File: config.mk
export PLATFORM = sky130hd
export DESIGN_NAME = dle_stuffed_frame_parser_unit
export DESIGN_NICKNAME = d
export VERILOG_FILES = /design/src/dsfp_pkg.sv /design/src/dle_stuffed_frame_parser_unit.sv
export SDC_FILE = /design/constraint.sdc
export NUM_CORES = 1
export LEC_CHECK = 0
export BUFFER_PORTS_ARGS = -buffer_cell sky130_fd_sc_hd__buf_2
export CELL_PAD_IN_SITES_DETAIL_PLACEMENT = 0
export CELL_PAD_IN_SITES_GLOBAL_PLACEMENT = 1
export CORE_UTILIZATION = 43
export DETAILED_ROUTE_END_ITERATION = 10
export PLACE_DENSITY = 0.76
export SLEW_MARGIN = 5
export SYNTH_ARGS = -nofsm -noshare
export SYNTH_HDL_FRONTEND = slang
export SYNTH_SLANG_ARGS = --single-unit
File: constraint.sdc
create_clock -name aclk -period 4.6 [get_ports aclk]
set_input_delay 0.46 -clock aclk [delete_from_list [all_inputs] [get_ports aclk]]
set_output_delay 0.46 -clock aclk [all_outputs]
set_load 0.02 [all_outputs]
File: src/dsfp_pkg.sv
// shared constants and types for the dle stuffed frame parser
// no dependencies; modules refer to it by scoped names
package dsfp_pkg;

    localparam int unsigned BYTE_W          = 8;
    localparam int unsigned PAYLOAD_BYTES   = 7;
    localparam int unsigned COUNT_W         = 4;
    localparam int unsigned MIN_LAST_INDEX  = 10;  // index of the final byte of a shortest frame
    localparam int unsigned FIRST_UNSTUFF   = 4;
    localparam int unsigned START_INDEX     = 1;
    localparam int unsigned END_MIN_INDEX   = 3;
    localparam int unsigned CFG_ADDR_W      = 2;
    localparam int unsigned RESULT_W        = 56;

    localparam logic [BYTE_W-1:0]  DLE_RESET     = 8'h10;
    localparam logic [BYTE_W-1:0]  STX_RESET     = 8'h02;
    localparam logic [BYTE_W-1:0]  ETX_RESET     = 8'h03;
    localparam logic [BYTE_W-1:0]  MAX_LEN_RESET = 8'd18;
    localparam logic [BYTE_W-1:0]  INDEX_MAX     = 8'hff;

    typedef enum logic [CFG_ADDR_W-1:0] {
        CFG_DLE_CODE      = 2'd0,
        CFG_STX_CODE      = 2'd1,
        CFG_ETX_CODE      = 2'd2,
        CFG_MAX_FRAME_LEN = 2'd3
    } cfg_index_t;

    typedef struct packed {
        logic [15:0]       check_word;
        logic [31:0]       param_value;
        logic [BYTE_W-1:0] param_id;
    } result_data_t;

    typedef struct packed {
        logic         frame_ok;
        result_data_t data;
    } result_t;

endpackage

File: src/dle_stuffed_frame_parser_unit.sv
// A frame's result word is registered on m_, or in the skid while m_ stalls.
// One raw byte per cycle while the skid is empty; byte checks and un-stuffing are combinational.
// A two-entry output register (main plus skid) lets bytes keep flowing while a result waits.
// Reset (aresetn low, synchronous): frame state and output valids clear, codes go to
// DLE 0x10, STX 0x02, ETX 0x03 and max length 18; the payload store is not cleared.
module dle_stuffed_frame_parser_unit (
    input  logic                                aclk,
    input  logic                                aresetn,
    // configuration
    input  logic                                cfg_we,
    input  logic [dsfp_pkg::CFG_ADDR_W-1:0]     cfg_addr,
    input  logic [dsfp_pkg::BYTE_W-1:0]         cfg_wdata,
    // raw byte stream
    input  logic                                s_tvalid,
    output logic                                s_tready,
    input  logic [dsfp_pkg::BYTE_W-1:0]         s_tdata,   // [7:0] raw_byte
    input  logic                                s_tlast,   // frame_end
    // result stream
    output logic                                m_tvalid,
    input  logic                                m_tready,
    output logic [dsfp_pkg::RESULT_W-1:0]       m_tdata,   // [7:0] param_id, [39:8] param_value,
                                                           // [55:40] check_word
    output logic [0:0]                          m_tuser    // [0] frame_ok
);

    localparam int unsigned BW = dsfp_pkg::BYTE_W;
    localparam int unsigned CW = dsfp_pkg::COUNT_W;

    // configuration registers
    logic [BW-1:0] dle_code_reg, stx_code_reg, etx_code_reg, max_len_reg;

    // frame state
    logic [BW-1:0] byte_index_reg, byte_index_next;
    logic [BW-1:0] held0_reg, held0_next, held1_reg, held1_next;
    logic          start_good_reg, start_good_next;
    logic          end_found_reg, end_found_next;
    logic          escape_reg, escape_next;
    logic [CW-1:0] payload_count_reg, payload_count_next;
    logic [BW-1:0] payload_reg [dsfp_pkg::PAYLOAD_BYTES];
    logic [BW-1:0] payload_next [dsfp_pkg::PAYLOAD_BYTES];

    // output register and skid
    logic                out_valid_reg, out_valid_next;
    logic                skid_valid_reg, skid_valid_next;
    dsfp_pkg::result_t   out_reg, out_next, skid_reg, skid_next;
    dsfp_pkg::result_t   result;

    logic s_accept, res_valid, frame_ok;
    logic unstuff_en, drop_byte;

    assign s_tready  = !skid_valid_reg;
    assign s_accept  = s_tvalid && s_tready;
    assign res_valid = s_accept && s_tlast;

    always_ff @(posedge aclk) begin
        if (!aresetn) begin
            dle_code_reg <= dsfp_pkg::DLE_RESET;
            stx_code_reg <= dsfp_pkg::STX_RESET;
            etx_code_reg <= dsfp_pkg::ETX_RESET;
            max_len_reg  <= dsfp_pkg::MAX_LEN_RESET;
        end else if (cfg_we) begin
            unique case (dsfp_pkg::cfg_index_t'(cfg_addr))
                dsfp_pkg::CFG_DLE_CODE:      dle_code_reg <= cfg_wdata;
                dsfp_pkg::CFG_STX_CODE:      stx_code_reg <= cfg_wdata;
                dsfp_pkg::CFG_ETX_CODE:      etx_code_reg <= cfg_wdata;
                dsfp_pkg::CFG_MAX_FRAME_LEN: max_len_reg  <= cfg_wdata;
                default: ;
            endcase
        end
    end

    // per-byte checks and un-stuffing
    always_comb begin
        byte_index_next    = byte_index_reg;
        held0_next         = held0_reg;
        held1_next         = held1_reg;
        start_good_next    = start_good_reg;
        end_found_next     = end_found_reg;
        escape_next        = escape_reg;
        payload_count_next = payload_count_reg;
        payload_next       = payload_reg;
        unstuff_en         = 1'b0;
        drop_byte          = 1'b0;

        if (s_accept) begin
            if (byte_index_reg == BW'(dsfp_pkg::START_INDEX)) begin
                start_good_next = (held0_reg == dle_code_reg) && (s_tdata == stx_code_reg);
            end
            if (byte_index_reg >= BW'(dsfp_pkg::END_MIN_INDEX) && held0_reg == dle_code_reg &&
                s_tdata == etx_code_reg && held1_reg != dle_code_reg) begin
                end_found_next = 1'b1;
            end

            // bytes enter the un-stuffer two places late
            unstuff_en = byte_index_reg >= BW'(dsfp_pkg::FIRST_UNSTUFF);
            drop_byte  = !escape_reg && held1_reg == dle_code_reg;
            if (unstuff_en) begin
                if (drop_byte) begin
                    escape_next = 1'b1;
                end else begin
                    escape_next = 1'b0;
                    if (payload_count_reg < CW'(dsfp_pkg::PAYLOAD_BYTES)) begin
                        payload_next[payload_count_reg[2:0]] = held1_reg;
                        payload_count_next = payload_count_reg + CW'(1);
                    end else begin
                        payload_count_next = CW'(dsfp_pkg::PAYLOAD_BYTES + 1);
                    end
                end
            end

            held1_next = held0_reg;
            held0_next = s_tdata;
            if (byte_index_reg != dsfp_pkg::INDEX_MAX) begin
                byte_index_next = byte_index_reg + BW'(1);
            end
        end

        // length from 11 up to max_frame_len, saturated index never passes
        frame_ok = byte_index_reg >= BW'(dsfp_pkg::MIN_LAST_INDEX) &&
                   byte_index_reg < max_len_reg && start_good_next && end_found_next &&
                   payload_count_next == CW'(dsfp_pkg::PAYLOAD_BYTES);

        result.frame_ok = frame_ok;
        if (frame_ok) begin
            result.data.param_id    = payload_next[0];
            result.data.param_value = {payload_next[4], payload_next[3],
                                       payload_next[2], payload_next[1]};
            result.data.check_word  = {payload_next[6], payload_next[5]};
        end else begin
            result.data = '0;
        end

        if (res_valid) begin
            byte_index_next    = '0;
            held0_next         = '0;
            held1_next         = '0;
            start_good_next    = 1'b0;
            end_found_next     = 1'b0;
            escape_next        = 1'b0;
            payload_count_next = '0;
        end
    end

    // output register with skid
    always_comb begin
        out_valid_next  = out_valid_reg;
        out_next        = out_reg;
        skid_valid_next = skid_valid_reg;
        skid_next       = skid_reg;
        if (!out_valid_reg || m_tready) begin
            if (skid_valid_reg) begin
                out_valid_next  = 1'b1;
                out_next        = skid_reg;
                skid_valid_next = 1'b0;
            end else begin
                out_valid_next = res_valid;
                out_next       = result;
            end
        end else if (res_valid) begin
            skid_valid_next = 1'b1;
            skid_next       = result;
        end
    end

    always_ff @(posedge aclk) begin
        if (!aresetn) begin
            byte_index_reg    <= '0;
            held0_reg         <= '0;
            held1_reg         <= '0;
            start_good_reg    <= 1'b0;
            end_found_reg     <= 1'b0;
            escape_reg        <= 1'b0;
            payload_count_reg <= '0;
            out_valid_reg     <= 1'b0;
            skid_valid_reg    <= 1'b0;
        end else begin
            byte_index_reg    <= byte_index_next;
            held0_reg         <= held0_next;
            held1_reg         <= held1_next;
            start_good_reg    <= start_good_next;
            end_found_reg     <= end_found_next;
            escape_reg        <= escape_next;
            payload_count_reg <= payload_count_next;
            out_valid_reg     <= out_valid_next;
            skid_valid_reg    <= skid_valid_next;
        end
    end

    always_ff @(posedge aclk) begin
        payload_reg <= payload_next;
        out_reg     <= out_next;
        skid_reg    <= skid_next;
    end

    assign m_tvalid   = out_valid_reg;
    assign m_tdata    = out_reg.data;
    assign m_tuser[0] = out_reg.frame_ok;

    // skid only fills behind a waiting word
    a_skid_behind_out: assert property (@(posedge aclk) disable iff (!aresetn)
        skid_valid_reg |-> out_valid_reg)
        else $error("skid word without output word");

    a_count_bound: assert property (@(posedge aclk) disable iff (!aresetn)
        payload_count_reg <= CW'(dsfp_pkg::PAYLOAD_BYTES + 1))
        else $error("payload count out of range");

    a_fail_zero: assert property (@(posedge aclk) disable iff (!aresetn)
        (m_tvalid && !m_tuser[0]) |-> (m_tdata == '0))
        else $error("failed frame carries nonzero fields");

    a_frame_clear: assert property (@(posedge aclk) disable iff (!aresetn)
        (s_tvalid && s_tready && s_tlast) |=> (byte_index_reg == '0 && payload_count_reg == '0))
        else $error("frame state not cleared after last byte");

    a_early_idle: assert property (@(posedge aclk) disable iff (!aresetn)
        (byte_index_reg < BW'(dsfp_pkg::FIRST_UNSTUFF + 1)) |->
            (payload_count_reg == '0 && !escape_reg))
        else $error("un-stuffer active before first payload byte");

endmodule
# After elaboration in Yosys (flattened, before gate mapping)
# Cells that the tools add are included.
[totals] elab_cells=96 reg_bits=235 input_bits=24 out_inout_bits=59 memories=0 mem_bits_rw=0 latchBits=0 mem_bits_ro=0
[op_classes] n_lt_le_gt_ge=7 n_eq_ne=11 n_bitwise=3 shifts=0 n_div=0 add_sub_neg=2 n_mux=19 reduce_logical=26 n_mul=0
[ops] op="56-bit two-way mux" count=5
[ops] op="57-bit two-way mux" count=1
[ops] op="56-bit bitwise mux" count=1
[ops] op="8-bit == test" count=4
[ops] op="8-bit demux with 3-bit select" count=1
[ops] op="4-bit two-way mux" count=4
[ops] op="2-bit AND reduction" count=7
[ops] op="1-bit logical AND" count=12
[ops] op="8-bit by 1-bit adder with 8-bit output (second input constant)" count=1
[ops] op="8-bit by 1-bit == test with 1-bit output (second input constant)" count=1
[ops] op="8-bit by 2-bit >= comparator with 1-bit output (second input constant)" count=1
[ops] op="8-bit by 3-bit >= comparator with 1-bit output (second input constant)" count=1
[ops] op="8-bit by 4-bit >= comparator with 1-bit output (second input constant)" count=1
[ops] op="8-bit less-than comparator" count=1
[ops] op="8-bit two-way mux" count=1
[ops] op="8-bit inequality test" count=1
[ops] op="8-bit inequality test (second input constant)" count=1
[ops] op="1-bit two-way mux" count=6
[ops] op="4-bit by 1-bit adder with 4-bit output (second input constant)" count=1
[ops] op="2-bit == test (second input constant)" count=2
[ops] op="4-bit by 3-bit == test with 1-bit output (second input constant)" count=1
[ops] op="4-bit >= comparator (second input constant)" count=1
[ops] op="4-bit by 1-bit less-than comparator with 1-bit output (second input constant)" count=1
[ops] op="4-bit by 3-bit less-than comparator with 1-bit output (second input constant)" count=1
[ops] op="7 further kinds" count=11

# Longest topological paths before layout
[logic_depth] depth_word=12 mapped_depth=10 ltp_nobuf=7

# Worst setup path after synthesis
# No wires, ideal clock.
[synth_timing] kind="input-to-reg" startpoint="in m_tready" endpoint="reg skid_reg[0] (netlist bit), enable pin" path_buffers=0 slack_ns=-0.297 arrival_time_ns=4.425 cell_stages=2 setup_ns=0.472 required_ns=4.128 path_cell_list="nand2b_1 > nor2_1"
[synth_between] elab_chain_len=3
[synth_rtl] element="start: declaration" line_no="dle_stuffed_frame_parser_unit.sv:20" text="input logic m_tready,"
[synth_rtl] element="1-bit logical OR" line_no="dle_stuffed_frame_parser_unit.sv:150" text="if (!out_valid_reg || m_tready) begin"
[synth_rtl] element="1-bit NOT (no source line)"
[synth_rtl] element="2-bit AND reduction (no source line)"
[synth_rtl] element="end signal: assignment" line_no="dle_stuffed_frame_parser_unit.sv:192" text="skid_reg <= skid_next;"
[synth_rtl] element="end: declaration" line_no="dle_stuffed_frame_parser_unit.sv:45" text="dsfp_pkg::result_t out_reg, out_next, skid_reg, skid_next;"
# Every way passes these cells.
# A chain may end at the register's enable or synchronous reset.

# Final worst setup path
[layout_timing] startpoint="reg held1_reg[1]" endpoint="reg out_reg (netlist bit m_tdata[14]), data pin"
[layout_between] elab_chain_len=9 word_cells_on_any_way=17 classes_between="eq/ne: 3; mux: 10; reduce/logical: 4"
[layout_rtl] element="start: declaration" line_no="dle_stuffed_frame_parser_unit.sv:34" text="logic [BW-1:0] held0_reg, held0_next, held1_reg, held1_next;"
[layout_rtl] element="start signal: assignment" line_no="dle_stuffed_frame_parser_unit.sv:179" text="held1_reg <= held1_next;"
[layout_rtl] element="8-bit == test" line_no="dle_stuffed_frame_parser_unit.sv:96" text="drop_byte = !escape_reg && held1_reg == dle_code_reg;"
[layout_rtl] element="1-bit logical AND" line_no="dle_stuffed_frame_parser_unit.sv:96"
[layout_rtl] element="4-bit two-way mux" line_no="dle_stuffed_frame_parser_unit.sv:98" text="if (drop_byte) begin"
[layout_rtl] element="4-bit two-way mux" line_no="dle_stuffed_frame_parser_unit.sv:97" text="if (unstuff_en) begin"
[layout_rtl] element="4-bit two-way mux" line_no="dle_stuffed_frame_parser_unit.sv:85" text="if (s_accept) begin"
[layout_rtl] element="4-bit by 3-bit == test with 1-bit output" line_no="dle_stuffed_frame_parser_unit.sv:121" text="payload_count_next == CW'(dsfp_pkg::PAYLOAD_BYTES);"
[layout_rtl] element="1-bit logical AND" line_no="dle_stuffed_frame_parser_unit.sv:120" text="byte_index_reg < max_len_reg && start_good_next && end_found_next &&"
[layout_rtl] element="56-bit two-way mux (*)" line_no="dle_stuffed_frame_parser_unit.sv:124" text="if (frame_ok) begin"
[layout_rtl] element="57-bit two-way mux (*)" line_no="dle_stuffed_frame_parser_unit.sv:151" text="if (skid_valid_reg) begin"
[layout_rtl] element="end signal: assignment" line_no="dle_stuffed_frame_parser_unit.sv:191" text="out_reg <= out_next;"
[layout_rtl] element="end: declaration" line_no="dle_stuffed_frame_parser_unit.sv:45"
# Mark *: on every way between the ends. The rest lies on a longest branch, timed or not.

==> run summary <==
Tot Pwr = 4.40 mW
Largest register FFs = 57
CTS tree = yes
global-route wire length before repair = 33700 um
Placed Area = 0.0105 mm^2
Initial Util = 44.4%
H-tree levels = 1
Hold Crit Endpoint = held0_reg[6]
slowest stage delay, CP = 690 ps
reg2reg end = m_tdata[14]
Leak Pwr = 4.70 nW
Total Routing Usage GR = 18.0%
Sw Pwr = 0.977 mW
critical-path maximum fanout = 32
Cell variety after synth = 53
Core Footprint = 0.0221 mm^2
Synth Area in Simple Gates = 13.3%
predominant post-synthesis flop cell = dfxtp_1
crit-path cells = xnor2_1 -> nand4_2 -> o311ai_4 -> a2111oi_0 -> o21ai_4 -> buf_12 -> buf_4 -> o31ai_1
commonest non-fill, non-tap cell in the layout = nand2_1
Clock Sinks = 235
post-route cell area = 0.0113 mm^2
Final Max Slew Viols = 0
Seq/Total Area, Yosys = 59.6%
CTS Buf Count = 26
DR WL/cell = 16.5 um
Hold Crit Class = in2reg
n_diodes = 0
# setup viols final = 0
adder-cell share of the synthesized area = 1.40%
Crit. End Element = flip-flop
layout cells sized above 1 = 17.9%
DRT iter0 DRCs = 405
VDD IR-drop max = 248 uV
R2R Setup Slk = 1220 ps
die height = 153 um
Comb power frac = 4.1%
Mapped Nets = 909
largest net degree at the start of global routing = 70
Sw Share = 22.2%
Ys Warns = 0
placer congestion estimate = 0.758
DRT antenna net count = 0
xor-xnor portion of the synthesized cell area = 3.39%
most frequent cells in the layout = 132 x nand2_1, 120 x dfxtp_1, 114 x edfxtp_1
final hold slack = 215 ps
Setup Total Neg Slack = 0 ps
Synth Area in Compound Gates = 9.19%
Vias = 6320
critical path type = reg2reg
internal power = 3.42 mW
clock root buffer = clkbuf_16
Worst Setup Start Kind = flip-flop
multiplexer share of the synthesized area = 7.46%
area of the die = 0.0234 mm^2
Top Ports = 83
Data required, critical path = 4840 ps
initial antenna violation count = 0
Post-synth EDFFs = 114
setup ws final = 1220 ps
Reg2Reg Depth = 8
# port buffers = 82
Slew @ Worst Pin = 1100 ps
#FFs+latches synth = 235
final hold violations = 0
outcome = finished, final reports clean
Clock Skew = 19.2 ps
FP Rows = 54
Max Cap Violations = 0
Mapped Area = 0.00981 mm^2
combinational family with the most area after synthesis = simple AND/OR/NAND/NOR gates
sequential share of power = 51.1%
Area Growth Syn to Fin = 15.1%
P per Cell Area = 389 mW/mm^2
hold wc startpoint = s_tdata[6]
quantity of hold-fixing buffers added after cts = 0
f_max = 0.296 GHz
Clock Path Buffers = 3
final worst path period need = 3380 ps
Slew headroom = 26.3%
worst-skew pair later-pin latency = 530 ps
Worst-path clk slew = 60 ps
Post-synth ARST share = 0%
drt drc = 0
Post-Route WL = 20600 um
number of vias per cell = 5.07
R2R Path Start = held1_reg[1]
Setup WS pre-CTS = 1170 ps
average size of a mapped cell = 11.2 um^2
RSZ-0062 raised after global routing = no
grt total ovfl = 0
vias in the first global route = 6230
Setup Buffers After CTS = 0
dpl hpwl = 13000 um
CTS resizes = 0
Cells after Synth = 874
fin crit share = 73.5%
power share of the clock group = 44.8%
slowest cell on the critical path = o311ai_4
Arr. time, crit path = 3630 ps
DRT Pass-1 Iters = 6
Die W = 153 um
hold path depth = 3
nets@finish = 981
==> stage by stage <==
stage          utilization [%]  std cells
6_report                  51.1       1246
5_1_grt                   51.1       1246
4_1_cts                   51.1       1246
3_5_place_dp              47.5       1198
3_3_place_gp              47.5       1198
2_1_floorplan                -        874
==> metal layers <==
metal	track usage [%]	part of all wire, %	vias to the layer above
met4	4.14	1.6	0
met5	0	0	-
met1	24.6	48	2981
met2	30.0	47	110
li1	-	-	3202
met3	2.84	4.0	27
==> power groups by stage <==
stage | clock network (mW) | logic [mW] | registers (mW)
final | 1.97 | 0.182 | 2.25
after global routing | 2.10 | 0.201 | 2.25
after CTS | 2.01 | 0.185 | 2.25
after detailed placement | 0 | 0.185 | 2.29
after global placement | 0 | 0.183 | 2.29
after floorplan | 0 | 0.0892 | 2.32
==> synthesized netlist by cell type, types with 3 or more instances <==
| cell | number | area share (%) |
|---|---|---|
| edfxtp_1 | 114 | 35 |
| nand3_1 | 5 | 0.25 |
| o31ai_1 | 41 | 3.1 |
| nand2_1 | 132 | 5.0 |
| nor3b_1 | 4 | 0.31 |
| xor2_1 | 20 | 1.8 |
| nor4_1 | 3 | 0.19 |
| nand4_1 | 7 | 0.45 |
| ha_1 | 11 | 1.4 |
| buf_6 | 3 | 0.34 |
| nand2b_1 | 4 | 0.25 |
| o31ai_2 | 8 | 1.0 |
| xnor2_1 | 18 | 1.6 |
| or2_2 | 3 | 0.19 |
| clkbuf_1 | 32 | 1.2 |
| o41ai_1 | 8 | 0.71 |
| buf_4 | 11 | 0.84 |
| nor2b_1 | 17 | 1.1 |
| mux2i_1 | 72 | 7.3 |
| a21oi_1 | 25 | 1.3 |
| o211ai_1 | 3 | 0.23 |
| buf_2 | 14 | 0.71 |
| a21boi_0 | 13 | 0.99 |
| nor2_1 | 24 | 0.92 |
| a21o_1 | 4 | 0.31 |
| nor3_1 | 58 | 3.0 |
| dfxtp_1 | 121 | 25 |
| inv_1 | 67 | 2.6 |
==> logic make-up (layout without fill, tap and decap cells) <==
logic type | count (synthesis) | count (layout)
fa+ha+maj | 11 | 11
compound gates | 117 | 117
buf+inv | 128 | 220
simple gates | 272 | 272
mux | 73 | 73
xor+xnor | 38 | 38
flops | 235 | 235
==> worst max-delay path, delay by kind of cell (launching register included) <==
kind | cells | cell delay [ps]
AOI/OAI and AO/OA | 4 | 1700
xor gates and xnor gates | 1 | 180
buffers and inverters | 2 | 490
DFF | 1 | 510
and+or+nand+nor | 1 | 170
==> cell type report <==
| type | instances | area [um^2] |
|---|---|---|
| Fill cell | 2038 | 10800 |
| Sequential cell | 235 | 5850 |
| Multi-Input combinational cell | 511 | 3440 |
| Clock buffer | 32 | 697 |
| Timing Repair Buffer | 105 | 596 |
| Tap cell | 280 | 350 |
| Inverter | 67 | 251 |
| Clock inverter | 16 | 118 |
==> worst max path at each step <==
| stage | slack [ps] | depth (start not counted) | start | end |
|---|---|---|---|---|
| after CTS | 1170 | 8 | held1_reg[1] | m_tdata[15] |
| after global placement | 1260 | 8 | held1_reg[1] | m_tdata[15] |
| after floorplan | 330 | 2 | m_tready | skid_reg[0] |
| after detailed placement | 1170 | 8 | held1_reg[1] | m_tdata[15] |
| final | 1220 | 8 | held1_reg[1] | m_tdata[14] |
| after global routing | 920 | 8 | held1_reg[1] | m_tdata[14] |
Power figures use the tool's default switching activity.
